File: config.mk
export PLATFORM = sky130hd
export DESIGN_NAME = bounded_list_engine_core_flat
export DESIGN_NICKNAME = d
export VERILOG_FILES = /design/src/hdl/ble_pkg.sv /design/src/hdl/ble_cmd_if.sv /design/src/hdl/ble_rsp_if.sv /design/src/hdl/bounded_list_engine_core.sv /design/src/hdl/ble_ram.sv /design/src/flat_wrapper.sv
export SDC_FILE = /design/constraint.sdc
export NUM_CORES = 2
export LEC_CHECK = 0
export ABC_CLOCK_PERIOD_IN_PS = 6050
export BUFFER_PORTS_ARGS = -buffer_cell sky130_fd_sc_hd__buf_2
export CAP_MARGIN = 15
export CORE_ASPECT_RATIO = 0.75
export CORE_MARGIN = 2
export CORE_UTILIZATION = 63
export CTS_CLUSTER_DIAMETER = 100
export DETAILED_ROUTE_END_ITERATION = 6
export PLACE_DENSITY = 0.79
export SYNTH_ARGS = -nofsm -noshare
export SYNTH_HDL_FRONTEND = slang
export SYNTH_SLANG_ARGS = --single-unit
File: constraint.sdc
create_clock -name clk -period 6.05 [get_ports clk]
set_input_delay 1.21 -clock clk [delete_from_list [all_inputs] [get_ports clk]]
set_output_delay 1.21 -clock clk [all_outputs]
set_load 0.05 [all_outputs]
File: src/hdl/ble_pkg.sv
// ----------------------------------------------------------------------------
// ble_pkg: shared types and codes of the bounded list engine
// Field widths, command opcodes and response status codes used by the
// channel interfaces and the engine core.
// ----------------------------------------------------------------------------
`timescale 1ns / 1ps
`default_nettype none

package ble_pkg;

  // payload field widths
  localparam int OP_W     = 2;
  localparam int DATA_W   = 32;
  localparam int POS_W    = 7;
  localparam int LEN_W    = 7;
  localparam int STATUS_W = 2;

  typedef logic [OP_W-1:0]     opcode_t;
  typedef logic [STATUS_W-1:0] status_t;

  // command opcodes
  localparam opcode_t OP_PUSH_FRONT = 2'd0;
  localparam opcode_t OP_PUSH_BACK  = 2'd1;
  localparam opcode_t OP_POP_BACK   = 2'd2;
  localparam opcode_t OP_DEL_BEFORE = 2'd3;

  // response status codes
  localparam status_t ST_OK     = 2'd0;
  localparam status_t ST_EMPTY  = 2'd1;
  localparam status_t ST_BADPOS = 2'd2;
  localparam status_t ST_FULL   = 2'd3;

  // lowest position accepted by delete-before
  localparam logic [POS_W-1:0] POS_MIN = POS_W'(3);

endpackage

`default_nettype wire

File: src/hdl/ble_cmd_if.sv
// ----------------------------------------------------------------------------
// ble_cmd_if: command channel of the bounded list engine
// Valid/ready channel carrying opcode, value and position of one command.
// ----------------------------------------------------------------------------
`timescale 1ns / 1ps
`default_nettype none

interface ble_cmd_if;
  logic                                valid;
  logic                                ready;
  ble_pkg::opcode_t                    opcode;
  logic signed [ble_pkg::DATA_W-1:0]   value;
  logic        [ble_pkg::POS_W-1:0]    position;

  modport source (output valid, output opcode, output value, output position, input ready);
  modport sink   (input valid, input opcode, input value, input position, output ready);
endinterface

`default_nettype wire

File: src/hdl/ble_rsp_if.sv
// ----------------------------------------------------------------------------
// ble_rsp_if: response channel of the bounded list engine
// Valid/ready channel carrying status, new length and removed value.
// ----------------------------------------------------------------------------
`timescale 1ns / 1ps
`default_nettype none

interface ble_rsp_if;
  logic                                valid;
  logic                                ready;
  ble_pkg::status_t                    status;
  logic        [ble_pkg::LEN_W-1:0]    length;
  logic signed [ble_pkg::DATA_W-1:0]   removed_value;

  modport source (output valid, output status, output length, output removed_value,
                  input ready);
  modport sink   (input valid, input status, input length, input removed_value,
                  output ready);
endinterface

`default_nettype wire

File: src/hdl/bounded_list_engine_core.sv
// ----------------------------------------------------------------------------
// bounded_list_engine_core: bounded ordered list of signed 32-bit values
// Ring of CAPACITY entries in one RAM; push front/back, pop back and
// delete-before-position, one response beat per command beat.
// ----------------------------------------------------------------------------
//   channel  dir  beat contents
//   cmd      in   opcode, value, position
//   rsp      out  status, length, removed_value
//
// Push runs EXEC then RESULT; pop back runs EXEC, POPRD, RESULT; delete
// before position p runs EXEC, VICTIM, SHIFT while elements remain, RESULT,
// with one RAM read and one RAM write per moved element.
// One command is in work at a time; cmd.ready is high only while idle. A
// waiting response beat stalls the next command only once its result is ready.
// Synchronous reset empties the list; RAM contents need no clearing.
// ----------------------------------------------------------------------------
`timescale 1ns / 1ps
`default_nettype none

module bounded_list_engine_core #(
  parameter int CAPACITY = 64
) (
  input wire logic   clk,
  input wire logic   rst,
  ble_cmd_if.sink    cmd,
  ble_rsp_if.source  rsp
);

  localparam int IW   = $clog2(CAPACITY);
  localparam int CW   = $clog2(CAPACITY + 1);
  localparam int CMPW = (CW + 1 > ble_pkg::POS_W + 1) ? CW + 1 : ble_pkg::POS_W + 1;
  localparam logic [IW:0]   CAP_W   = (IW + 1)'(CAPACITY);
  localparam logic [CW-1:0] CAP_C   = CW'(CAPACITY);
  localparam logic [IW-1:0] LAST_IX = IW'(CAPACITY - 1);

  // sequencer states
  localparam logic [2:0] S_IDLE   = 3'd0;
  localparam logic [2:0] S_EXEC   = 3'd1;
  localparam logic [2:0] S_POPRD  = 3'd2;
  localparam logic [2:0] S_VICTIM = 3'd3;
  localparam logic [2:0] S_SHIFT  = 3'd4;
  localparam logic [2:0] S_RESULT = 3'd5;

  logic [2:0]                  state, state_next;
  logic [IW-1:0]               front, front_next;
  logic [CW-1:0]               count, count_next;
  logic [IW-1:0]               idx, idx_next;
  ble_pkg::status_t            status_q, status_next;
  logic [ble_pkg::DATA_W-1:0]  removed_q, removed_next;
  ble_pkg::opcode_t            op_q;
  logic [ble_pkg::DATA_W-1:0]  val_q;
  logic [ble_pkg::POS_W-1:0]   pos_q;

  logic                        rsp_valid;
  ble_pkg::status_t            rsp_status;
  logic [ble_pkg::LEN_W-1:0]   rsp_length;
  logic [ble_pkg::DATA_W-1:0]  rsp_removed;
  logic                        rsp_load;

  logic                        mem_we;
  logic [IW-1:0]               mem_waddr;
  logic [ble_pkg::DATA_W-1:0]  mem_wdata;
  logic [IW-1:0]               mem_raddr;
  logic [ble_pkg::DATA_W-1:0]  mem_rdata;

  logic [IW-1:0]               front_dec;
  logic [ble_pkg::POS_W-1:0]   pos_off;
  logic                        pos_bad;
  logic [IW:0]                 idx_p1;
  logic [IW:0]                 idx_p2;

  // ring slot of a logical offset from the front
  function automatic logic [IW-1:0] slot(input logic [IW-1:0] base,
                                         input logic [IW-1:0] off);
    logic [IW:0] s;
    s = {1'b0, base} + {1'b0, off};
    if (s >= CAP_W) begin
      s = s - CAP_W;
    end
    return s[IW-1:0];
  endfunction

  ble_ram #(
    .WIDTH (ble_pkg::DATA_W),
    .DEPTH (CAPACITY)
  ) u_store (
    .clk   (clk),
    .we    (mem_we),
    .waddr (mem_waddr),
    .wdata (mem_wdata),
    .raddr (mem_raddr),
    .rdata (mem_rdata)
  );

  // helper arithmetic
  assign front_dec = (front == '0) ? LAST_IX : front - 1'b1;
  assign pos_off   = pos_q - ble_pkg::POS_MIN;
  assign pos_bad   = (pos_q < ble_pkg::POS_MIN) ||
                     (CMPW'(pos_q) > CMPW'(count) + CMPW'(1));
  assign idx_p1    = {1'b0, idx} + (IW + 1)'(1);
  assign idx_p2    = {1'b0, idx} + (IW + 1)'(2);

  // sequencer and RAM port control
  always_comb begin
    state_next   = state;
    front_next   = front;
    count_next   = count;
    idx_next     = idx;
    status_next  = status_q;
    removed_next = removed_q;
    mem_we       = 1'b0;
    mem_waddr    = slot(front, IW'(count));
    mem_wdata    = val_q;
    mem_raddr    = '0;
    rsp_load     = 1'b0;
    case (state)
      S_IDLE: begin
        if (cmd.valid) begin
          state_next = S_EXEC;
        end
      end
      S_EXEC: begin
        status_next  = ble_pkg::ST_OK;
        removed_next = '0;
        state_next   = S_RESULT;
        if (op_q == ble_pkg::OP_PUSH_FRONT || op_q == ble_pkg::OP_PUSH_BACK) begin
          if (count == CAP_C) begin
            status_next = ble_pkg::ST_FULL;
          end else begin
            mem_we     = 1'b1;
            count_next = count + 1'b1;
            if (op_q == ble_pkg::OP_PUSH_FRONT) begin
              front_next = front_dec;
              mem_waddr  = front_dec;
            end
          end
        end else if (count == '0) begin
          status_next = ble_pkg::ST_EMPTY;
        end else if (op_q == ble_pkg::OP_POP_BACK) begin
          mem_raddr  = slot(front, IW'(count - 1'b1));
          count_next = count - 1'b1;
          state_next = S_POPRD;
        end else if (pos_bad) begin
          status_next = ble_pkg::ST_BADPOS;
        end else begin
          idx_next   = IW'(pos_off);
          mem_raddr  = slot(front, IW'(pos_off));
          state_next = S_VICTIM;
        end
      end
      S_POPRD: begin
        removed_next = mem_rdata;
        state_next   = S_RESULT;
      end
      S_VICTIM: begin
        removed_next = mem_rdata;
        if (CMPW'(idx_p1) < CMPW'(count)) begin
          mem_raddr  = slot(front, idx_p1[IW-1:0]);
          state_next = S_SHIFT;
        end else begin
          count_next = count - 1'b1;
          state_next = S_RESULT;
        end
      end
      S_SHIFT: begin
        // move the element read last cycle one slot towards the front
        mem_we    = 1'b1;
        mem_waddr = slot(front, idx);
        mem_wdata = mem_rdata;
        idx_next  = idx_p1[IW-1:0];
        if (CMPW'(idx_p2) < CMPW'(count)) begin
          mem_raddr = slot(front, idx_p2[IW-1:0]);
        end else begin
          count_next = count - 1'b1;
          state_next = S_RESULT;
        end
      end
      S_RESULT: begin
        if (!rsp_valid || rsp.ready) begin
          rsp_load   = 1'b1;
          state_next = S_IDLE;
        end
      end
      default: begin
        state_next = S_IDLE;
      end
    endcase
  end

  // control state
  always_ff @(posedge clk) begin
    if (rst) begin
      state     <= S_IDLE;
      front     <= '0;
      count     <= '0;
      rsp_valid <= 1'b0;
    end else begin
      state <= state_next;
      front <= front_next;
      count <= count_next;
      if (rsp_load) begin
        rsp_valid <= 1'b1;
      end else if (rsp.ready) begin
        rsp_valid <= 1'b0;
      end
    end
  end

  // command capture, work registers and response payload
  always_ff @(posedge clk) begin
    if (state == S_IDLE && cmd.valid) begin
      op_q  <= cmd.opcode;
      val_q <= cmd.value;
      pos_q <= cmd.position;
    end
    idx       <= idx_next;
    status_q  <= status_next;
    removed_q <= removed_next;
    if (rsp_load) begin
      rsp_status  <= status_q;
      rsp_length  <= ble_pkg::LEN_W'(count);
      rsp_removed <= removed_q;
    end
  end

  // channel outputs
  assign cmd.ready         = (state == S_IDLE);
  assign rsp.valid         = rsp_valid;
  assign rsp.status        = rsp_status;
  assign rsp.length        = rsp_length;
  assign rsp.removed_value = rsp_removed;

endmodule

`default_nettype wire

File: src/hdl/ble_ram.sv
// ----------------------------------------------------------------------------
// ble_ram: generic simple dual-port RAM
// One write port, one read port, read data registered.
// ----------------------------------------------------------------------------
`timescale 1ns / 1ps
`default_nettype none

module ble_ram #(
  parameter int WIDTH = 32,
  parameter int DEPTH = 64
) (
  input  wire logic                     clk,
  input  wire logic                     we,
  input  wire logic [$clog2(DEPTH)-1:0] waddr,
  input  wire logic [WIDTH-1:0]         wdata,
  input  wire logic [$clog2(DEPTH)-1:0] raddr,
  output logic      [WIDTH-1:0]         rdata
);

  logic [WIDTH-1:0] mem [DEPTH];

  // write port
  always_ff @(posedge clk) begin
    if (we) begin
      mem[waddr] <= wdata;
    end
  end

  // registered read port
  always_ff @(posedge clk) begin
    rdata <= mem[raddr];
  end

endmodule

`default_nettype wire
File: src/flat_wrapper.sv
// flat-port wrapper written by rule: the top's interface ports become plain ports
module bounded_list_engine_core_flat 
#(
  parameter int CAPACITY = 64
)
  (clk, rst, cmd_valid, cmd_opcode, cmd_value, cmd_position, cmd_ready, rsp_valid, rsp_status, rsp_length, rsp_removed_value, rsp_ready);
  ble_cmd_if cmd_i ();
  ble_rsp_if rsp_i ();
  input wire logic clk;
  input wire logic rst;
  input wire logic [$bits(cmd_i.valid)-1:0] cmd_valid;
  input wire logic [$bits(cmd_i.opcode)-1:0] cmd_opcode;
  input wire logic [$bits(cmd_i.value)-1:0] cmd_value;
  input wire logic [$bits(cmd_i.position)-1:0] cmd_position;
  output wire logic [$bits(cmd_i.ready)-1:0] cmd_ready;
  output wire logic [$bits(rsp_i.valid)-1:0] rsp_valid;
  output wire logic [$bits(rsp_i.status)-1:0] rsp_status;
  output wire logic [$bits(rsp_i.length)-1:0] rsp_length;
  output wire logic [$bits(rsp_i.removed_value)-1:0] rsp_removed_value;
  input wire logic [$bits(rsp_i.ready)-1:0] rsp_ready;
  assign cmd_i.valid = cmd_valid;
  assign cmd_i.opcode = cmd_opcode;
  assign cmd_i.value = cmd_value;
  assign cmd_i.position = cmd_position;
  assign cmd_ready = cmd_i.ready;
  assign rsp_valid = rsp_i.valid;
  assign rsp_status = rsp_i.status;
  assign rsp_length = rsp_i.length;
  assign rsp_removed_value = rsp_i.removed_value;
  assign rsp_i.ready = rsp_ready;
  bounded_list_engine_core #(.CAPACITY(CAPACITY)) u_core (.clk(clk), .rst(rst), .cmd(cmd_i), .rsp(rsp_i));
endmodule
# Word-level counts from Yosys, hierarchy flattened
# Memory sizes are Yosys's and may differ from the RTL's. A register that Yosys moved wholly into a read port is not among the register bits.
# Cells that the tools add are included.
# Widths: inputs -> output; s select.
dict set report op_classes {
  add_sub_neg 19
  n_lt_le_gt_ge 10
  eq_ne 19
  muxes 55
  bitwise 1
  n_reduce_logical 18
}
# cell count
set op_table {}
lappend op_table {{$mux 6} 20}
lappend op_table {{$pmux 32 s2} 1}
lappend op_table {{$add 6x6->7} 6}
lappend op_table {{$ge 7x7->1 const B} 6}
lappend op_table {{$mux 7} 6}
lappend op_table {{$sub 6x1->6 const B} 7}
lappend op_table {{$mux 32} 1}
lappend op_table {{$pmux 6 s2} 2}
lappend op_table {{$mux 3} 7}
lappend op_table {{$pmux 7 s3} 1}
lappend op_table {{$pmux 3 s6} 1}
lappend op_table {{$pmux 6 s3} 1}
lappend op_table {{$lt 7x7->1} 2}
lappend op_table {{$ne 2x2->1 const B} 7}
lappend op_table {{$mux 2} 5}
lappend op_table {{$mux 1} 9}
lappend op_table {{$add 7x1->8 const B} 1}
lappend op_table {{$gt 7x8->1} 1}
lappend op_table {{$add 6x1->7 const B} 1}
lappend op_table {{$add 6x2->7 const B} 1}
lappend op_table {{$add 7x1->7 const B} 1}
lappend op_table {{$eq 7x7->1 const B} 1}
lappend op_table {{$logic_not 7->1} 1}
lappend op_table {{$lt 7x2->1 const B} 1}
lappend op_table {{other kinds (26)} 32}
dict set report word_totals {
  regBits 139
  ram_bits 2048
  in_bits 45
  out_inout_bits 43
  wordCells 136
  mem_count 1
}
# name words width rd rd_clocked_by_memory_dff write_ports line
set mem_list {}
lappend mem_list {u_core.u_store.mem 64 32 1 1 1 ble_ram.sv:20} ;# logic [WIDTH-1:0] mem [DEPTH];

# Depth between registers and ports, before layout
dict set report logic_depth {
  depth_word 9
  depth_mapped 19
  mapped_depth_nobuf 15
}

# By module
# A second synthesis with hierarchy kept.
dict set report hier_totals {
  cells_unflattened 4026
  hier_area_um2 86151.4
}
# mod instances cells_each area_each_um2 seq_area_each_um2
set modules_own_cells {}
lappend modules_own_cells {ble_ram 1 3324 78512.8 62139.6}
lappend modules_own_cells {bounded_list_engine_core 1 702 7638.6 4003.8}

# Worst setup path after synthesis
# Ideal clock, no wire load.
dict set report synth_path {
  path_kind {reg-to-reg}
  start {register u_core.count[1]}
  end {memory u_core.u_store.mem[61][0] (enable)}
  setup_time_ns 0.421
  arrival_time_ns 4.356
  required_ns 5.629
  path_slack_ns 1.273
  path_stages_with_launch 13
  path_buffers 2
  cell_sequence {dfxtp_1 -> inv_1 -> ha_1 -> or3b_2 -> nor3_1 -> a211oi_1 -> nand2_1 -> clkbuf_1 -> o22ai_1 -> a21oi_1 -> or3b_2 -> clkbuf_1 -> nor2_1}
}
dict set report synth_between {
  elab_chain_len 7
  elab_cells_between_ends 14
}
# element line
set synth_rtl {}
lappend synth_rtl {{start: declaration} bounded_list_engine_core.sv:46} ;# logic [CW-1:0] count, count_next;
lappend synth_rtl {{start signal: assignment} bounded_list_engine_core.sv:200} ;# count <= count_next;
lappend synth_rtl {{$add 6x6->7} bounded_list_engine_core.sv:76} ;# s = {1'b0, base} + {1'b0, off};
lappend synth_rtl {{$sub 6x1->6 / $ge 7x7->1 (equally long branches)} {bounded_list_engine_core.sv:78, bounded_list_engine_core.sv:77}}
lappend synth_rtl {{$mux 6} bounded_list_engine_core.sv:77} ;# if (s >= CAP_W) begin
lappend synth_rtl {{$mux 6} bounded_list_engine_core.sv:132} ;# if (op_q == ble_pkg::OP_PUSH_FRONT) begin
lappend synth_rtl {{$mux 6} bounded_list_engine_core.sv:127} ;# if (count == CAP_C) begin
lappend synth_rtl {{$mux 6} bounded_list_engine_core.sv:126} ;# if (op_q == ble_pkg::OP_PUSH_FRONT || op_q == ble_pkg::OP_PUSH_BACK) begin
lappend synth_rtl {{$pmux 6 s2} bounded_list_engine_core.sv:116} ;# case (state)
lappend synth_rtl {{end: declaration} ble_ram.sv:20}
# Several ways; a longest one is shown, not always the timed one.

# Worst setup path in the final report
dict set report layout_path {
  start {register u_core.idx[1]}
  end {register u_core.u_store.rdata[3] (read register of u_core.u_store.mem)}
}
dict set report layout_between {
  elab_chain_len 6
  elab_cells_between_ends 15
}
# element line
set layout_rtl {}
lappend layout_rtl {{start: declaration} bounded_list_engine_core.sv:47} ;# logic [IW-1:0] idx, idx_next;
lappend layout_rtl {{start signal: assignment} bounded_list_engine_core.sv:216} ;# idx <= idx_next;
lappend layout_rtl {{$add 6x2->7 / $add 6x1->7 (equally long branches)} {bounded_list_engine_core.sv:101, bounded_list_engine_core.sv:100}}
lappend layout_rtl {{$add 6x6->7} bounded_list_engine_core.sv:76}
lappend layout_rtl {{$sub 6x1->6 / $ge 7x7->1 (equally long branches)} {bounded_list_engine_core.sv:78, bounded_list_engine_core.sv:77}}
lappend layout_rtl {{$mux 6} bounded_list_engine_core.sv:77}
lappend layout_rtl {{$mux 6 (on tied branches)} {bounded_list_engine_core.sv:171, bounded_list_engine_core.sv:157}}
lappend layout_rtl {{$pmux 6 s3 (*)} bounded_list_engine_core.sv:116}
lappend layout_rtl {{end: declaration} ble_ram.sv:17} ;# output logic [WIDTH-1:0] rdata
# Every way passes the cells marked *; elsewhere a longest branch is shown, timed or not.
# A chain may end at the register's enable or synchronous reset.

==> metrics.txt <==
clk slew on worst S/H paths=0.07 ns; GPL Wtd Cong=0.935; Die Wd=434 um; most common cell after layout, fill and taps aside=edfxtp_1; Tot GR Track Use=36.3%; Sequential Power Share=43.9%; Crit path max-delay family=compound AO/OA/AOI/OAI gates; via count=57,603; max incr delay on CP=0.94 ns; Hold Path End=u_core.rsp.removed_value[25]; synthesized area per cell=14.1 um2; Critical Path RT=6.83 ns; global-route wire length before repair=370,000 um; fin nets=6,498; Post-CTS Setup Bufs=0; Seq/Total Area, Yosys=75.7%; relative slew slack=17.7%; Synth cell types=71; port buffer count=87; vias per cell=6.84; H-tree depth=4; TritonRoute pass-1 iters=7; final worst slack=0.0601 ns; final max-slew violation count=0; synth warn=0; measured slew at the worst slew-check pin=1.23 ns; Clock Path Buffers=3; critical path data arrival time=6.77 ns; Sw Pwr=16.9 mW; Final Critical Period=5.99 ns; average wire per standard cell=30.7 um; register area=66,100 um2; dominant cell type by area after synthesis=edfxtp_1; CTS tree=done; Pleak=34.5 nW; DP Cell Count=8,050; path type of the worst min-delay path=reg -> reg; crit path launch type=register; Hold Buf Count CTS=0; Final Instance Count excl. Fillers=8,418; grt total ovfl=0; HP Start=u_core.removed_q[25]; clk_lat worst skew=0.87 ns; floorplan row count=118; flops & latches, synth=2,219; area grow syn2layout=12.7%; worst-path fanout max=52; share of layout cells above drive strength 1=12.1%; worst hold path depth=0; final-report setup violation count=0; CP endpoint kind=register; CP cell instances=ha_1 -> nand4_1 -> xnor2_1 -> ha_1 -> nand4_1 -> a211oi_1 -> nor4_1 -> buf_4 -> a22oi_1 -> o21a_4 -> buf_4 -> buf_12 -> buf_4 -> nand2_1 -> a21oi_1 -> nor4_1 -> a21oi_1 -> or4_1; vias in the first global route=54,954; final hold slack=0.413 ns; P per Cell Area=483 nW/um2; Residual DRC=2; Gate power share=30.4%; most frequent cells in the layout=2,170 x edfxtp_1, 1,480 x nand2_1, 709 x a21oi_1; Die ar.=142,000 um2; FF-to-FF path depth=18; max-cap viol count=0; multi-input logic area=20,300 um2; die height=327 um; # resized after CTS=0; share of the synthesized area in the top cell type=74.6%; synthesized instance count=6,206; final setup TNS=0 ns; final hold vios=0; kind of critical path=reg -> reg; largest net degree at the start of global routing=175; most frequent CP cell=buf_4; DRT antenna net count=0; clock skew=0.0477 ns; CTS Buf Count=191; clock root buffer=clkbuf_16; Post-synth EDFFs=2,170; I/O pin count=88; register-to-register setup slack=0.06 ns; Layout Cell Area excl Fill=98,500 um2; DP Worst Slack=0.323 ns; dominant synthesized flop cell=edfxtp_1; Tcrit/Tclk final=99.0%; P_int=30.7 mW; FFs w/ async S/R, synth=0%; Net Sw Frac=35.5%; CP Buf/Inv Count=4; post-DP HPWL=148,000 um; Max Fclk=167 MHz; initial antenna violation count=11; status=finished, violations left; clock sink count=2,219; Initial Utilization=63.4%; top post-synthesis cells by area=edfxtp_1 75%, nand2_1 6.5%, a21oi_1 4.1%; fillers=8,318; reg2reg end=u_core.u_store.rdata[3]; Crit-path slowest cell=a21oi_1; dpl cell area=92,200 um2; Clk pwr share=25.8%; unrepaired setup endpoints after global routing=no; Iter 0 DRT Violations=11,304; Reg2Reg Launch Point=u_core.idx[1]; cell area after synthesis=87,400 um2; Synth Net Count=6,312; failing checks=design-rule violations; core area=138,000 um2; worst vdd ir=0.601 mV; DRT Wirelength=258,000 um
-- how the worst max path moves through the flow --
stage / startpoint / to / slack [ns] / cells past startpoint
final: u_core.idx[1] / u_core.u_store.rdata[3] / 0.06 / 18
after CTS: u_core.idx[1] / u_core.u_store.rdata[28] / 0.29 / 17
after detailed placement: u_core.idx[1] / u_core.u_store.rdata[28] / 0.32 / 19
after floorplan: u_core.count[1] / u_core.u_store.mem[61][0] / 1.27 / 12
after global routing: u_core.idx[1] / u_core.u_store.rdata[28] / 0.02 / 17
after global placement: u_core.idx[1] / u_core.u_store.rdata[28] / 0.37 / 17
-- per-layer routing --
metal	wire [um]	GRT usage, %	vias to the layer above	part of all wire (%)
met2	113000	52.3	5258	44
met3	41100	11.0	913	16
met4	16300	19.5	10	6.3
met5	52	0	-	0.020
li1	-	-	23656	-
met1	87900	50.1	27766	34
-- sequential cells by signal (all words and copies together) (netlist names), 3 cells and up --
| register | flops |
|---|---|
| u_core.count | 7 |
| u_core.front | 6 |
| u_core.idx | 6 |
| u_core.pos_q | 7 |
| u_core.removed_q | 32 |
| u_core.rsp.length | 7 |
| u_core.rsp.removed_value | 32 |
| u_core.state | 3 |
| u_core.u_store.mem | 2048 |
| u_core.u_store.rdata | 32 |
| u_core.val_q | 32 |
-- synth_stat cells (5+ instances only) --
cell type / n
a211oi_1: 31
a21o_1: 13
a21oi_1: 710
a221oi_1: 16
a22oi_1: 96
a31oi_1: 146
a32oi_1: 65
and2_1: 37
and3_1: 27
buf_1: 78
buf_2: 54
buf_4: 5
clkbuf_1: 236
dfxtp_1: 49
edfxtp_1: 2170
fa_1: 6
ha_1: 55
inv_1: 32
mux2i_1: 241
mux4_2: 17
nand2_1: 1518
nand2b_1: 7
nand3_1: 44
nand4_1: 17
nor2_1: 139
nor2b_1: 10
nor3_1: 12
nor4_1: 78
o2111ai_1: 13
o21ai_0: 22
o221ai_1: 11
o22ai_1: 94
or3_1: 9
or4_1: 29
xnor2_1: 40
xor2_1: 17
-- final cells by class --
type,count,area share (%)
sequential,2219,67.1
multi-input combinational,3581,20.6
clock buffer,245,5.16
timing repair buffer,367,3.46
tap,1860,2.36
clock inverter,111,1.11
inverter,32,0.122
antenna,3,0.00762
-- power by group through the flow --
stage          clock [mW]  combinational [mW]  sequential [mW]
6_report             12.3                14.4             20.8
3_3_place_gp            0                13.2             21.1
4_1_cts              12.3                13.7             20.9
3_5_place_dp            0                13.6             21.2
5_1_grt              12.8                15.0             20.9
2_1_floorplan           0                7.65             21.0
-- kinds of logic after synthesis --
family / after synthesis / share of synthesized area [%]
compound gates: 1253 / 8.52
xor+xnor: 57 / 0.571
fa+ha+maj: 61 / 0.925
buf+inv: 406 / 1.85
flops: 2219 / 75.7
mux: 262 / 3.25
simple gates: 1948 / 9.21
-- worst register-to-register path, delay by kind of cell (launching register included) --
family | cells | cell delay, ns
AOI/OAI and AO/OA | 5 | 2.66
xor gates and xnor gates | 1 | 0.19
adders and majority gates | 2 | 0.60
buffers and inverters | 4 | 1.16
DFF | 1 | 0.49
and+or+nand+nor | 6 | 0.84
-- stage by stage --
step | total power, mW | util, %
floorplan | 28.6 | -
global placement | 34.3 | 66.8
detailed placement | 34.8 | 66.8
CTS | 46.9 | 71.3
global route | 48.7 | 71.4
finish | 47.5 | 71.5
Note: power is estimated with default switching activity, not from simulation.
